File: src/hw/rtl/lcr_pkg.sv
// ----------------------------------------------------------------------------
// lcr_pkg
// shared types and constants of the line and circle rasterizer
// ----------------------------------------------------------------------------
package lcr_pkg;

  localparam int GridSize  = 256;
  localparam int CoordW    = $clog2(GridSize);
  localparam int AddrW     = 2 * CoordW;
  localparam int Depth     = GridSize * GridSize;
  localparam int InW       = 13;
  localparam int RadW      = 12;
  localparam int CodeW     = 4;
  localparam int WorkW     = 18;
  localparam int QDepth    = 2;

  localparam logic [CodeW-1:0] LineCode = 4'd10;

  typedef enum logic [1:0] {
    OP_CIRCLE = 2'd0,
    OP_LINE   = 2'd1,
    OP_READ   = 2'd2,
    OP_NONE   = 2'd3
  } op_e;

  typedef struct packed {
    op_e                   op;
    logic signed [InW-1:0] ax;
    logic signed [InW-1:0] ay;
    logic signed [InW-1:0] bx;
    logic signed [InW-1:0] by;
    logic [RadW-1:0]       radius;
    logic [CodeW-1:0]      color;
  } cmd_t;

endpackage

File: src/hw/rtl/lcr_front.sv
// ----------------------------------------------------------------------------
// lcr_front
// accepts items, orders line endpoints and queues commands for the back end
// ----------------------------------------------------------------------------
module lcr_front (
  input  logic                         clk_i,
  input  logic                         rst_ni,
  input  logic                         in_valid_i,
  output logic                         in_stall_o,
  input  logic [1:0]                   op_i,
  input  logic signed [lcr_pkg::InW-1:0] ax_i,
  input  logic signed [lcr_pkg::InW-1:0] ay_i,
  input  logic signed [lcr_pkg::InW-1:0] bx_i,
  input  logic signed [lcr_pkg::InW-1:0] by_i,
  input  logic [lcr_pkg::RadW-1:0]     radius_i,
  input  logic [lcr_pkg::CodeW-1:0]    color_i,
  output logic                         cmd_valid_o,
  input  logic                         cmd_take_i,
  output lcr_pkg::cmd_t                cmd_o
);

  localparam int InW_T = lcr_pkg::InW + 1;

  lcr_pkg::cmd_t q_mem [lcr_pkg::QDepth];
  logic          wr_ptr_q, rd_ptr_q;
  logic [1:0]    cnt_q;
  lcr_pkg::cmd_t cls;
  logic          push, pop;

  // endpoint ordering: x ascending, steep or diagonal falling lines swapped back
  always_comb begin
    logic signed [InW_T-1:0] x1, y1, x2, y2, dx, dy;
    cls.op     = lcr_pkg::op_e'(op_i);
    cls.radius = radius_i;
    cls.color  = color_i;
    x1 = InW_T'(ax_i); y1 = InW_T'(ay_i); x2 = InW_T'(bx_i); y2 = InW_T'(by_i);
    if (bx_i < ax_i) begin
      x1 = InW_T'(bx_i); y1 = InW_T'(by_i); x2 = InW_T'(ax_i); y2 = InW_T'(ay_i);
    end
    dx = x2 - x1;
    dy = y2 - y1;
    if (dy < 0 && -dy >= dx) begin
      cls.ax = x2[lcr_pkg::InW-1:0]; cls.ay = y2[lcr_pkg::InW-1:0];
      cls.bx = x1[lcr_pkg::InW-1:0]; cls.by = y1[lcr_pkg::InW-1:0];
    end else begin
      cls.ax = x1[lcr_pkg::InW-1:0]; cls.ay = y1[lcr_pkg::InW-1:0];
      cls.bx = x2[lcr_pkg::InW-1:0]; cls.by = y2[lcr_pkg::InW-1:0];
    end
    if (op_i != lcr_pkg::OP_LINE) begin
      cls.ax = ax_i; cls.ay = ay_i; cls.bx = bx_i; cls.by = by_i;
    end
  end

  assign in_stall_o  = (cnt_q == 2'(lcr_pkg::QDepth));
  assign push        = in_valid_i && !in_stall_o;
  assign cmd_valid_o = (cnt_q != 2'd0);
  assign pop         = cmd_valid_o && cmd_take_i;
  assign cmd_o       = q_mem[rd_ptr_q];

  always_ff @(posedge clk_i) begin
    if (push) q_mem[wr_ptr_q] <= cls;
  end

  always_ff @(posedge clk_i or negedge rst_ni) begin
    if (!rst_ni) begin
      wr_ptr_q <= 1'b0;
      rd_ptr_q <= 1'b0;
      cnt_q    <= 2'd0;
    end else begin
      if (push) wr_ptr_q <= ~wr_ptr_q;
      if (pop)  rd_ptr_q <= ~rd_ptr_q;
      cnt_q <= cnt_q + 2'(push) - 2'(pop);
    end
  end

`ifndef SYNTHESIS
  a_no_overflow: assert property (@(posedge clk_i) disable iff (!rst_ni)
    cnt_q <= 2'(lcr_pkg::QDepth)) else $error("queue overflow");
  a_pop_nonempty: assert property (@(posedge clk_i) disable iff (!rst_ni)
    pop |-> cnt_q != 2'd0) else $error("pop from empty queue");
  a_cnt_track: assert property (@(posedge clk_i) disable iff (!rst_ni)
    (push && !pop) |=> cnt_q == $past(cnt_q) + 2'd1) else $error("count slip");
`endif

endmodule

File: config.mk
export PLATFORM = sky130hd
export DESIGN_NAME = lcr_front
export DESIGN_NICKNAME = d
export VERILOG_FILES = /design/src/hw/rtl/lcr_pkg.sv /design/src/hw/rtl/lcr_front.sv
export SDC_FILE = /design/constraint.sdc
export NUM_CORES = 1
export LEC_CHECK = 0
export BUFFER_PORTS_ARGS = -buffer_cell sky130_fd_sc_hd__buf_2
export CORE_MARGIN = 2
export CORE_UTILIZATION = 35
export DETAILED_ROUTE_END_ITERATION = 8
export HOLD_SLACK_MARGIN = 0.06
export SETUP_SLACK_MARGIN = 0.5
export SKIP_CTS_REPAIR_TIMING = 1
export SYNTH_ARGS = -nofsm -noshare
export SYNTH_HDL_FRONTEND = slang
export SYNTH_SLANG_ARGS = --single-unit
File: constraint.sdc
create_clock -name clk_i -period 4.6 [get_ports clk_i]
set_input_delay 0.69 -clock clk_i [delete_from_list [all_inputs] [get_ports clk_i]]
set_output_delay 0.69 -clock clk_i [all_outputs]
set_load 0.01 [all_outputs]
==> flow_summary.yaml, run 1 <==
timing:
  fin_worst_skew_ns: 0.01194
  rsz0062_at_grt: "yes"
  hold_viol: 0
  drv_slew: 0
  setup-violations-final: 104
  tightest_slew_ns: 1.020
  layout_setup_ws_ns: -1.416
  slew_headroom: 0.3199
  period_needed_ns: 6.016
  fmax_ghz: 0.1662
  period_share: 1.308
  hold_ws_ns: 0.4533
worst_setup_path:
  crit_fanout: 8
  crit_required_ns: 4.76
  critPathCaptureType: "register"
  cp-start-kind: "primary input"
  worstSetupPathType: "primary input to register"
  critical_path_arrival_ns: 6.18
synthesis:
  synth_cell_types: 70
  ys_seq_area_frac: 0.4979
  synth_simple_gate_area_share: 0.1159
  synthXorXnorAreaFrac: 0.03749
  synth_edf_count: 140
  synth_top_family_by_area: "multiplexers"
  synthArstFlopShare: 0.02778
  synth_mux_area_frac: 0.1614
  synth-seq-cells: 144
  synth-adder-area-share: 0.06600
  ys.flop_type: "edfxtp_1"
  yosys_warnings: 0
  syn_nets: 824
  synth_compound_area_frac: 0.09147
  synthCells: 718
  synth.cell_area_sq_mm: 0.008645
  avgSynthCellArea_sq_um: 12.04
place:
  hpwl_um: 15170
  io_buffers: 145
  place_ws_ns: -1.853
  dp_cells: 1312
  placed_area_sq_mm: 0.01097
  place_congestion: 0.8162
pwr:
  cellPowerDensity_mw_per_mm2: 472.5
  total_power_uw: 5659
  p_leak_uw: 0.004920
  max-vdd-ir-drop_mv: 0.8551
clock_tree:
  cts_buffers: 17
  cts_tree: "done"
  htreeDepth: 4
  cts-root-buf: "clkbuf_16"
  clock_sinks: 144
  clkTransAtPathRegs_ns: 0.07
  cts_buffer_depth: 2
  insertion_delay_ns: 0.43
drt:
  drt_iter0_drc: 311
  viasPerCell: 4.834
  wl_per_cell_um: 15.66
  drc_errors: 0
  num_vias: 6574
  drtAntennaViolNets: 0
  wirelength_um: 21300
  first_pass_iters: 6
floorplanning:
  die_h_um: 161.2
  pin_count: 146
  die_x_um: 161.2
  die_area_sq_mm: 0.02597
  coreArea_sq_mm: 0.02432
  initial_utilization: 0.3555
  num_rows: 57
grt:
  overflow: 0
  grt_max_degree: 72
  grt_pass1_vias: 6478
  grt_pass1_wl_um: 32530
  antenna_found_initial: 0
  track_usage: 0.1595
run:
  cap_violations: 0
finish:
  layout_common_cells: "buf_4, buf_2, edfxtp_1"
  layout_commonest_cell: "buf_4"
  layout-drive-gt1-share: 0.5019
  stdcell_area_sq_mm: 0.01198
  syn2layout_area_growth_pct: 38.56
  final_cells: 1360
  insertedDiodeCount: 0
  fin_nets: 1129
run_status:
  violations: "negative setup slack"
  outcome: "finished, violations left"
hold_path:
  hold_class: "primary input to register"
## sequential cells by signal (all words and copies together), names as in the netlist
name,cells
rd_ptr_q,1
wr_ptr_q,1
q_mem,140
cnt_q,2
## path summary, 6_finish.rpt
kind                            start            to  slack [ns]  depth (start not counted)
setup reg to reg             cnt_q[1]  q_mem[1][33]        2.78                          2
hold / removal             color_i[1]   q_mem[0][1]        0.45                          1
hold reg to reg              cnt_q[1]      cnt_q[1]        0.49                          1
min in group asynchronous      rst_ni      cnt_q[1]        0.60                          2
setup / recovery              bx_i[9]  q_mem[1][16]       -1.42                         27
max in group asynchronous      rst_ni      rd_ptr_q        3.85                          2
## Yosys cell counts (all sizes together) (7+ instances only)
library cell | n | area (sq um)
inv | 37 | 138.9
nand2 | 51 | 193.9
xnor2 | 29 | 254.0
nand2b | 20 | 125.1
nor2b | 19 | 118.9
buf | 8 | 70.06
or3 | 7 | 43.79
ha | 32 | 400.4
and3 | 11 | 68.82
mux2i | 10 | 100.1
maj3 | 17 | 170.2
clkbuf | 13 | 48.80
nand3 | 14 | 70.07
nor2 | 38 | 142.6
edfxtp | 140 | 4204
mux2 | 115 | 1295
o21ai | 30 | 161.4
xor2 | 8 | 70.07
nor3 | 10 | 65.06
a21oi | 28 | 140.1
## final cells by class
cell class / instances / area (sq um)
Timing Repair Buffer: 307 / 2043
Tap cell: 324 / 405.4
Fill cell: 2268 / 12340
Clock buffer: 17 / 425.4
Multi-Input combinational cell: 516 / 4477
Inverter: 37 / 151.4
Sequential cell: 144 / 4308
Clock inverter: 15 / 167.7
## per-layer routing
| metal | GRT usage | vias to the layer above | wire [um] | share of wire |
|---|---|---|---|---|
| met5 | 0 | - | 0 | 0 |
| met4 | 0.03125 | 0 | 179 | 0.0084 |
| met3 | 0.03878 | 13 | 900 | 0.042 |
| met2 | 0.2688 | 150 | 10080 | 0.47 |
| met1 | 0.2103 | 3125 | 10130 | 0.48 |
| li1 | - | 3286 | - | - |
## worst max-delay path, stage by stage
cell	delay, ns
buf_2	0.15
ha_4	0.30
nand4_4	0.17
o32ai_4	0.32
o21ai_2	0.13
and3_4	0.19
a21oi_2	0.12
ha_2	0.25
o31ai_4	0.11
a32oi_2	0.27
nand2_1	0.10
buf_4	0.16
nor2_2	0.09
or4b_2	0.60
nand3_2	0.13
nand4b_1	0.14
xnor2_1	0.18
ha_1	0.33
nor3b_2	0.17
nor2b_1	0.13
o31ai_2	0.29
nor4b_4	0.31
o311ai_4	0.14
buf_6	0.15
buf_12	0.13
buf_12	0.14
mux2_4	0.30
## cells by family (layout without fill, tap and decap cells)
logic type	count (synthesis)	in the layout
adder cells (fa/ha/maj)	49	49
XOR/XNOR	37	37
AO/OA/AOI/OAI	114	114
AND/OR/NAND/NOR	191	191
flip-flops	144	144
buffers and inverters	58	376
multiplexers	125	125
## through the flow
| step | TNS (ns) | util |
|---|---|---|
| global placement | -180.52 | 0.4511 |
| detailed placement | -186.80 | 0.4511 |
| finish | -142.33 | 0.4925 |
| floorplan | -174.65 | - |
| CTS | -144.06 | 0.4755 |
| global route | -170.38 | 0.4925 |
## power by group
group	switching, uW	total (uW)	internal (uW)
clock	623	1400	774
sequential	194	2030	1830
combinational	1100	2230	1140
(Power assumes the default switching activity.)
==> run 2: changes to the inputs <==
--- a/config.mk
+++ b/config.mk
@@ -7,9 +7,10 @@
 export LEC_CHECK = 0
 export BUFFER_PORTS_ARGS = -buffer_cell sky130_fd_sc_hd__buf_2
 export CORE_MARGIN = 2
-export CORE_UTILIZATION = 35
+export CORE_UTILIZATION = 50
 export DETAILED_ROUTE_END_ITERATION = 8
 export HOLD_SLACK_MARGIN = 0.06
+export PLACE_DENSITY = 0.72
 export SETUP_SLACK_MARGIN = 0.5
 export SKIP_CTS_REPAIR_TIMING = 1
 export SYNTH_ARGS = -nofsm -noshare
==> flow_summary.yaml, run 2 (synthesis results as in run 1) <==
run_status:
  outcome: "finished, violations left"
  violations: "negative setup slack"
pwr:
  max-vdd-ir-drop_mv: 0.3322
  total_power_uw: 5668
  p_leak_uw: 0.005072
  cellPowerDensity_mw_per_mm2: 467.3
worst_setup_path:
  slowest_stage: "or4_4"
  cp-start-kind: "primary input"
  cpPeakStageDelay_ns: 0.43
  cp_num_buf_inv: 3
  critPathCaptureType: "register"
  r2r_slack_ns: 2.48
  cp_common_cell: "a21oi_2"
  crit_required_ns: 4.78
  critical_path_arrival_ns: 6.12
  critPathTopFamily: "simple AND/OR/NAND/NOR gates"
  worstSetupPathType: "primary input to register"
  crit_fanout: 10
clock_tree:
  clkTransAtPathRegs_ns: 0.07
  cts_buffer_depth: 2
  clock_sinks: 144
  insertion_delay_ns: 0.43
  cts_buffers: 17
  htreeDepth: 4
  cts-root-buf: "clkbuf_16"
  cts_tree: "done"
grt:
  grt_max_degree: 72
  grt_pass1_vias: 6529
  overflow: 0
  met1_usage: 0.2873
  grt_pass1_wl_um: 31600
  antenna_found_initial: 1
  track_usage: 0.2210
  met3_usage: 0.05051
  gr-usage-met2: 0.3742
  grt.busiest_layer: "met2"
place:
  dp_cells: 1225
  hpwl_um: 14230
  place_ws_ns: -1.767
  place_congestion: 0.9165
  io_buffers: 145
drt:
  viasPerCell: 5.323
  wl_per_cell_um: 16.61
  wirelength_um: 21130
  num_vias: 6771
  drt_iter0_drc: 331
  first_pass_iters: 5
  drtAntennaViolNets: 0
  drc_errors: 0
finish:
  top_regs: "q_mem (140), cnt_q (2)"
  regMostFlops: "q_mem"
  syn2layout_area_growth_pct: 40.31
  layout_common_cells: "buf_4, edfxtp_1, buf_2"
  largest_reg_flops: 140
  fin_nets: 1140
  final_cells: 1272
  insertedDiodeCount: 0
  layout-drive-gt1-share: 0.5196
  finish.utilization: 0.7086
  layout_commonest_cell: "buf_4"
floorplanning:
  initial_utilization: 0.5050
  die_x_um: 135.5
  die_area_sq_mm: 0.01836
  coreArea_sq_mm: 0.01712
  num_rows: 48
  pin_count: 146
  die_h_um: 135.5
timing:
  period_needed_ns: 5.946
  layout_setup_ws_ns: -1.346
  setup-violations-final: 104
  drv_slew: 0
  hold_ws_ns: 0.4466
  tightest_slew_ns: 1.028
  fin_worst_skew_ns: 0.01258
  rsz0062_at_grt: "yes"
  hold_viol: 0
  slew_headroom: 0.3148
  period_share: 1.293
  fmax_ghz: 0.1682
hold_path:
  hold_class: "primary input to register"
run:
  cap_violations: 0
==> run 2: cell types whose count changed in the layout (fill, tap and decap cells not counted), moves of 3 or more <==
cell	previous run	this run
inv_2	3	6
mux2_4	16	29
buf_4	154	162
inv_1	33	29
clkbuf_16	18	21
mux2_2	96	84
buf_2	142	139
==> run 2: worst paths after layout <==
| path | to | startpoint | cells past startpoint |
|---|---|---|---|
| min reg2reg | cnt_q[0] | cnt_q[0] | 1 |
| min in group asynchronous | cnt_q[0] | rst_ni | 2 |
| max in group asynchronous | rd_ptr_q | rst_ni | 2 |
| min | q_mem[1][5] | radius_i[1] | 1 |
| max reg2reg | q_mem[0][24] | cnt_q[1] | 4 |
| max | q_mem[1][51] | bx_i[8] | 29 |
==> run 2: metal layers <==
| metal | up-vias | part of all wire | wire length, um |
|---|---|---|---|
| met3 | 28 | 0.051 | 1080 |
| met5 | - | 0 | 0 |
| li1 | 3322 | - | - |
| met1 | 3247 | 0.45 | 9472 |
| met4 | 0 | 0.015 | 323 |
| met2 | 174 | 0.49 | 10250 |
==> run 2: area by class of cell <==
| class | instances | area (sq um) |
|---|---|---|
| multi-input cells | 516 | 4588 |
| fillers | 1231 | 4987 |
| clock buffers | 17 | 425.4 |
| clock inverters | 15 | 147.6 |
| flip-flops and latches | 144 | 4308 |
| well taps | 225 | 281.5 |
| repair buffers | 318 | 2225 |
| inverters | 37 | 153.9 |
==> run 2: per-stage QoR <==
stage	TNS (ns)	area, sq um
2_1_floorplan	-174.65	8865
6_report	-134.32	12130
3_3_place_gp	-170.57	10950
4_1_cts	-135.95	11520
3_5_place_dp	-180.35	10950
5_1_grt	-155.29	12130
==> run 2: power breakdown <==
| group | internal [uW] | total [uW] | switching (uW) | leakage [uW] |
|---|---|---|---|---|
| clock network | 714 | 1320 | 603 | 0.000270 |
| logic | 1190 | 2320 | 1130 | 0.00346 |
| registers | 1830 | 2030 | 195 | 0.00135 |
| total | 3740 | 5670 | 1930 | 0.00507 |
